File: src/hw/rtl/malu_pkg.sv
`timescale 1ns / 1ps
// ----------------------------------------------------------------------------
// malu_pkg: shared types and constants
// Action codes, part selectors and payload structs of the masked ALU.
// ----------------------------------------------------------------------------
package malu_pkg;

	localparam int WordW = 32;

	typedef enum logic [4:0] {
		ACT_MOV  = 5'd0,  ACT_ADD = 5'd1,  ACT_SUB = 5'd2,  ACT_SWAP = 5'd3,
		ACT_MUL  = 5'd4,  ACT_DIV = 5'd5,  ACT_CMP = 5'd6,  ACT_SHL  = 5'd7,
		ACT_SHR  = 5'd8,  ACT_AND = 5'd9,  ACT_OR  = 5'd10, ACT_XOR  = 5'd11,
		ACT_NOT  = 5'd12, ACT_JZ  = 5'd13, ACT_JP  = 5'd14, ACT_JN   = 5'd15,
		ACT_JNZ  = 5'd16, ACT_JNP = 5'd17, ACT_JNN = 5'd18, ACT_JMP  = 5'd19
	} action_t;

	localparam logic [1:0] PART_FULL = 2'd0;
	localparam logic [1:0] PART_LOB  = 2'd1;
	localparam logic [1:0] PART_HIB  = 2'd2;
	localparam logic [1:0] PART_LOH  = 2'd3;

	// Operand set carried down the pipe
	typedef struct packed {
		logic [4:0]       action;
		logic [WordW-1:0] dest_word;
		logic [1:0]       dest_part;
		logic [WordW-1:0] src_word;
		logic [1:0]       src_part;
		logic [WordW-1:0] acc_word;
		logic             n;
		logic             z;
		logic [WordW-1:0] a;
		logic [WordW-1:0] b;
	} op_t;

	// Result from the compute stages
	typedef struct packed {
		logic [WordW-1:0] r;
		logic [WordW-1:0] rem;
	} res_t;

	function automatic logic [WordW-1:0] part_mask(input logic [1:0] p);
		logic [WordW-1:0] m;
		case (p)
			PART_LOB: m = 32'h0000_00FF;
			PART_HIB: m = 32'h0000_FF00;
			PART_LOH: m = 32'h0000_FFFF;
			default:  m = 32'hFFFF_FFFF;
		endcase
		return m;
	endfunction

	function automatic logic [WordW-1:0] read_part(input logic [WordW-1:0] w,
		input logic [1:0] p);
		logic [WordW-1:0] r;
		r = w & part_mask(p);
		if (p == PART_HIB) r = r >> 8;
		return r;
	endfunction

	function automatic logic [WordW-1:0] write_part(input logic [WordW-1:0] w,
		input logic [WordW-1:0] v, input logic [1:0] p);
		logic [WordW-1:0] m;
		logic [WordW-1:0] vs;
		m = part_mask(p);
		vs = (p == PART_HIB) ? (v << 8) : v;
		return (w & ~m) | (vs & m);
	endfunction

endpackage

File: src/hw/rtl/malu_exec.sv
`timescale 1ns / 1ps
// ----------------------------------------------------------------------------
// malu_exec: arithmetic and logic stage
// Computes on the operand parts read in the first pipeline register, then
// delays the result through 32 registers to line up with the divider.
// ----------------------------------------------------------------------------
module malu_exec
	import malu_pkg::*;
(
	input  logic             clk,
	input  logic             en,
	input  op_t              in_op,
	output logic [WordW-1:0] r
);

	localparam int Depth = WordW;

	logic [WordW-1:0] res;
	logic             big;
	logic [WordW-1:0] a, b;
	logic [4:0]       sh;

	assign a   = in_op.a;
	assign b   = in_op.b;
	assign big = |b[WordW-1:5];
	assign sh  = b[4:0];

	always_comb begin
		case (action_t'(in_op.action))
			ACT_MOV: res = b;
			ACT_ADD: res = a + b;
			ACT_SUB, ACT_CMP: res = a - b;
			ACT_MUL: res = a * b;
			ACT_SHL: res = big ? '0 : (a << sh);
			ACT_SHR: res = big ? {WordW{a[WordW-1]}} : WordW'($signed(a) >>> sh);
			ACT_AND: res = a & b;
			ACT_OR:  res = a | b;
			ACT_XOR: res = a ^ b;
			ACT_NOT: res = ~a;
			default: res = '0;
		endcase
	end

	// delay line to match divider latency
	logic [WordW-1:0] r_s [Depth];
	always_ff @(posedge clk) begin
		if (en) begin
			r_s[0] <= res;
			for (int i = 1; i < Depth; i++) r_s[i] <= r_s[i-1];
		end
	end
	assign r = r_s[Depth-1];

endmodule

File: config.mk
export PLATFORM = sky130hd
export DESIGN_NAME = malu_exec
export DESIGN_NICKNAME = d
export VERILOG_FILES = /design/src/hw/rtl/malu_pkg.sv /design/src/hw/rtl/malu_exec.sv
export SDC_FILE = /design/constraint.sdc
export NUM_CORES = 2
export LEC_CHECK = 0
export BUFFER_PORTS_ARGS = -buffer_cell sky130_fd_sc_hd__buf_2
export CORE_MARGIN = 3
export CORE_UTILIZATION = 61
export DETAILED_ROUTE_END_ITERATION = 8
export PLACE_DENSITY = 0.79
export REMOVE_ABC_BUFFERS = 1
export SLEW_MARGIN = 30
export SYNTH_ARGS = -nofsm -noshare
export SYNTH_HDL_FRONTEND = slang
export SYNTH_SLANG_ARGS = --single-unit
File: constraint.sdc
create_clock -name clk -period 15.1 [get_ports clk]
set_clock_uncertainty 0.15 [all_clocks]
set_input_delay 1.51 -clock clk [delete_from_list [all_inputs] [get_ports clk]]
set_output_delay 1.51 -clock clk [all_outputs]
set_load 0.005 [all_outputs]
==> impl_metrics.json <==
{
  "cap_violations": 0,
  "ys_seq_area_frac": 0.572,
  "core-area_um2": 87200,
  "status": "completed",
  "crit_path_start_kind": "input pin",
  "numCtsBuffers": 92,
  "yosys.cell_types.count": 79,
  "syn2layout_area_growth_pct": 8.96,
  "fin_nets": 4738,
  "synth_cells": 3891,
  "setup_viol": 0,
  "die_w_um": 303,
  "post-route-period-util": 0.671,
  "cts_root_buffer": "clkbuf_16",
  "initial_core_util": 0.617,
  "grt_pass1_wl_um": 220000,
  "reg_top3": "r_s x1024",
  "ys.flop_type": "edfxtp_1",
  "slew_headroom": 0.291,
  "slew_viol_final": 0,
  "required_ns": 15.28,
  "ys_warn_count": 0,
  "regMostFlops": "r_s",
  "routed_wl_um": 150000,
  "core.rowCount": 108,
  "antenna_found_initial": 5,
  "worstSkewPairLatency_ns": 0.66,
  "drive_gt1_frac": 0.0996,
  "cts_sinks": 1024,
  "io_pins": 205,
  "first_global_vias": 33800,
  "dr.pass1.iters": 9,
  "dr.first_iter.drc_count": 4151,
  "vias": 32900,
  "synth.cell_area_um2": 53800,
  "worst_pin_slew_ns": 1.06,
  "crit_type": "in -> reg",
  "seqCellArea_um2": 30700,
  "period_minus_slack_ns": 10.13,
  "dieHeight_um": 303,
  "worstPathArrival_ns": 10.31,
  "post_cts_buffers": 0,
  "place_congestion": 1.05,
  "hold_ws_ns": 0.215,
  "rsz0062_at_grt": "false",
  "hold_violations": 0,
  "cts_hold_repair.buffers": 0,
  "htreeDepth": 3,
  "track_usage": 0.332,
  "wire_per_inst_um": 29.0,
  "fp.dieArea_um2": 91800,
  "avgSynthCellArea_um2": 13.8,
  "cp_max_fo": 19,
  "largest_register_ff_count": 1024,
  "min-delay-path-class": "reg -> reg",
  "vias_per_cell": 6.38,
  "clk_pin_slew_worst_paths_ns": 0.07,
  "ctsResizeCount": 0,
  "multiInputGateArea_um2": 20400,
  "dp_hpwl_um": 89600,
  "cts_tree": "yes",
  "cp-end-kind": "flip-flop",
  "clock_path_buffers": 3,
  "grt_max_degree": 182,
  "fill_cells": 5842,
  "ys_seq_elements": 1024,
  "fmax_mhz": 98.7,
  "synth_edf_count": 1024,
  "synthArstFlopShare": 0,
  "io_buffers": 102,
  "finalSetupTns_ns": 0,
  "drt.antenna.violating_nets": 0,
  "overflow": 0,
  "drc": 0
}
## critical path, stage by stage
cell	delay, ns
buf_2	0.07
buf_4	0.39
clkinv_1	0.90
nor2_1	0.48
fa_1	0.51
fa_1	0.48
fa_1	0.56
fa_1	0.66
ha_1	0.27
ha_1	0.28
inv_1	0.05
fa_1	0.49
inv_1	0.05
fa_1	0.46
ha_1	0.26
or3_1	0.37
o221a_2	0.26
a21oi_1	0.23
a2bb2oi_1	0.57
a311oi_1	0.28
o21ai_0	0.38
mux2i_1	0.42
o211ai_1	0.30
## path summary, 6_finish.rpt
kind	cells past startpoint	from	end	slack [ns]
worst min register to register	0	r_s[1][84]	r_s[1][116]	0.22
worst max-delay path	23	in_op[37]	r_s[0][30]	4.97
worst max register to register	0	r_s[0][275]	r_s[0][307]	14.15
worst min-delay path	0	r_s[1][84]	r_s[1][116]	0.22
## cell families (layout without fill, tap and decap cells)
group                      count (synthesis)  after routing  synth area share
AOI/OAI and AO/OA                        457            457            0.0552
xor gates and xnor gates                 132            132            0.0215
adders and majority gates                629            629             0.203
buffers and inverters                    664            779            0.0494
DFF                                     1024           1024             0.572
muxes                                     99             99            0.0313
other                                      0              4                 0
and+or+nand+nor                          886            886            0.0676
## through the flow
| step | setup WS [ns] | cells | cell area (um^2) | utilization |
|---|---|---|---|---|
| final | 4.97 | 5165 | 58600 | 0.672 |
| after floorplan | 6.33 | 3675 | 52800 | - |
| after global placement | 5.05 | 4992 | 55300 | 0.634 |
| after global routing | 5.03 | 5161 | 58600 | 0.672 |
| after CTS | 5.31 | 5158 | 58500 | 0.671 |
| after detailed placement | 4.93 | 4994 | 55300 | 0.635 |
## synthesized netlist by cell type (all sizes together) (7+ instances only)
master  count  area share
edfxtp   1024        0.57
nor2      474       0.033
inv       435       0.030
fa        409        0.15
nand2     302       0.021
ha        220       0.051
a21oi     127       0.012
clkbuf    126      0.0088
xnor2     104       0.017
o21ai      99      0.0092
buf        90      0.0093
mux4       55       0.023
mux2i      40      0.0074
a21o       30      0.0042
nor3       30      0.0031
xor2       28      0.0046
a211oi     20      0.0028
nand3      20      0.0019
o221ai     19      0.0031
a221oi     18      0.0030
o211ai     18      0.0025
o22ai      17      0.0020
a22oi      15      0.0021
a31oi      14      0.0016
o21a       14      0.0020
clkinv     13     0.00091
nand2b     13      0.0017
o311a       7      0.0013
## layout by cell type, fill, tap and decap left out, types with 56 or more instances in the layout
| cell type | instances |
|---|---|
| a21oi_1 | 127 |
| buf_2 | 99 |
| buf_4 | 56 |
| clkbuf_16 | 92 |
| edfxtp_1 | 1024 |
| fa_1 | 409 |
| ha_1 | 220 |
| inv_1 | 421 |
| nand2_1 | 302 |
| nor2_1 | 471 |
| o21ai_0 | 96 |
| xnor2_1 | 104 |
## final cells by class
class | instances | area share
Tap cell | 1155 | 0.0247
Antenna cell | 4 | 0.000171
Timing Repair Buffer | 167 | 0.0197
Inverter | 448 | 0.0287
Sequential cell | 1024 | 0.525
Clock buffer | 104 | 0.0400
Clock inverter | 60 | 0.0141
Multi-Input combinational cell | 2203 | 0.348
## routing by layer
layer | part of all wire | global-route usage | vias to the layer above
li1 | - | - | 13500
met1 | 0.35 | 0.424 | 16200
met2 | 0.46 | 0.510 | 2470
met3 | 0.11 | 0.0909 | 783
met4 | 0.080 | 0.207 | 2
met5 | 0.00011 | 0 | -
Power is not shown: default switching activity piles up to over one toggle a cycle in this logic, so the estimate is an artifact.
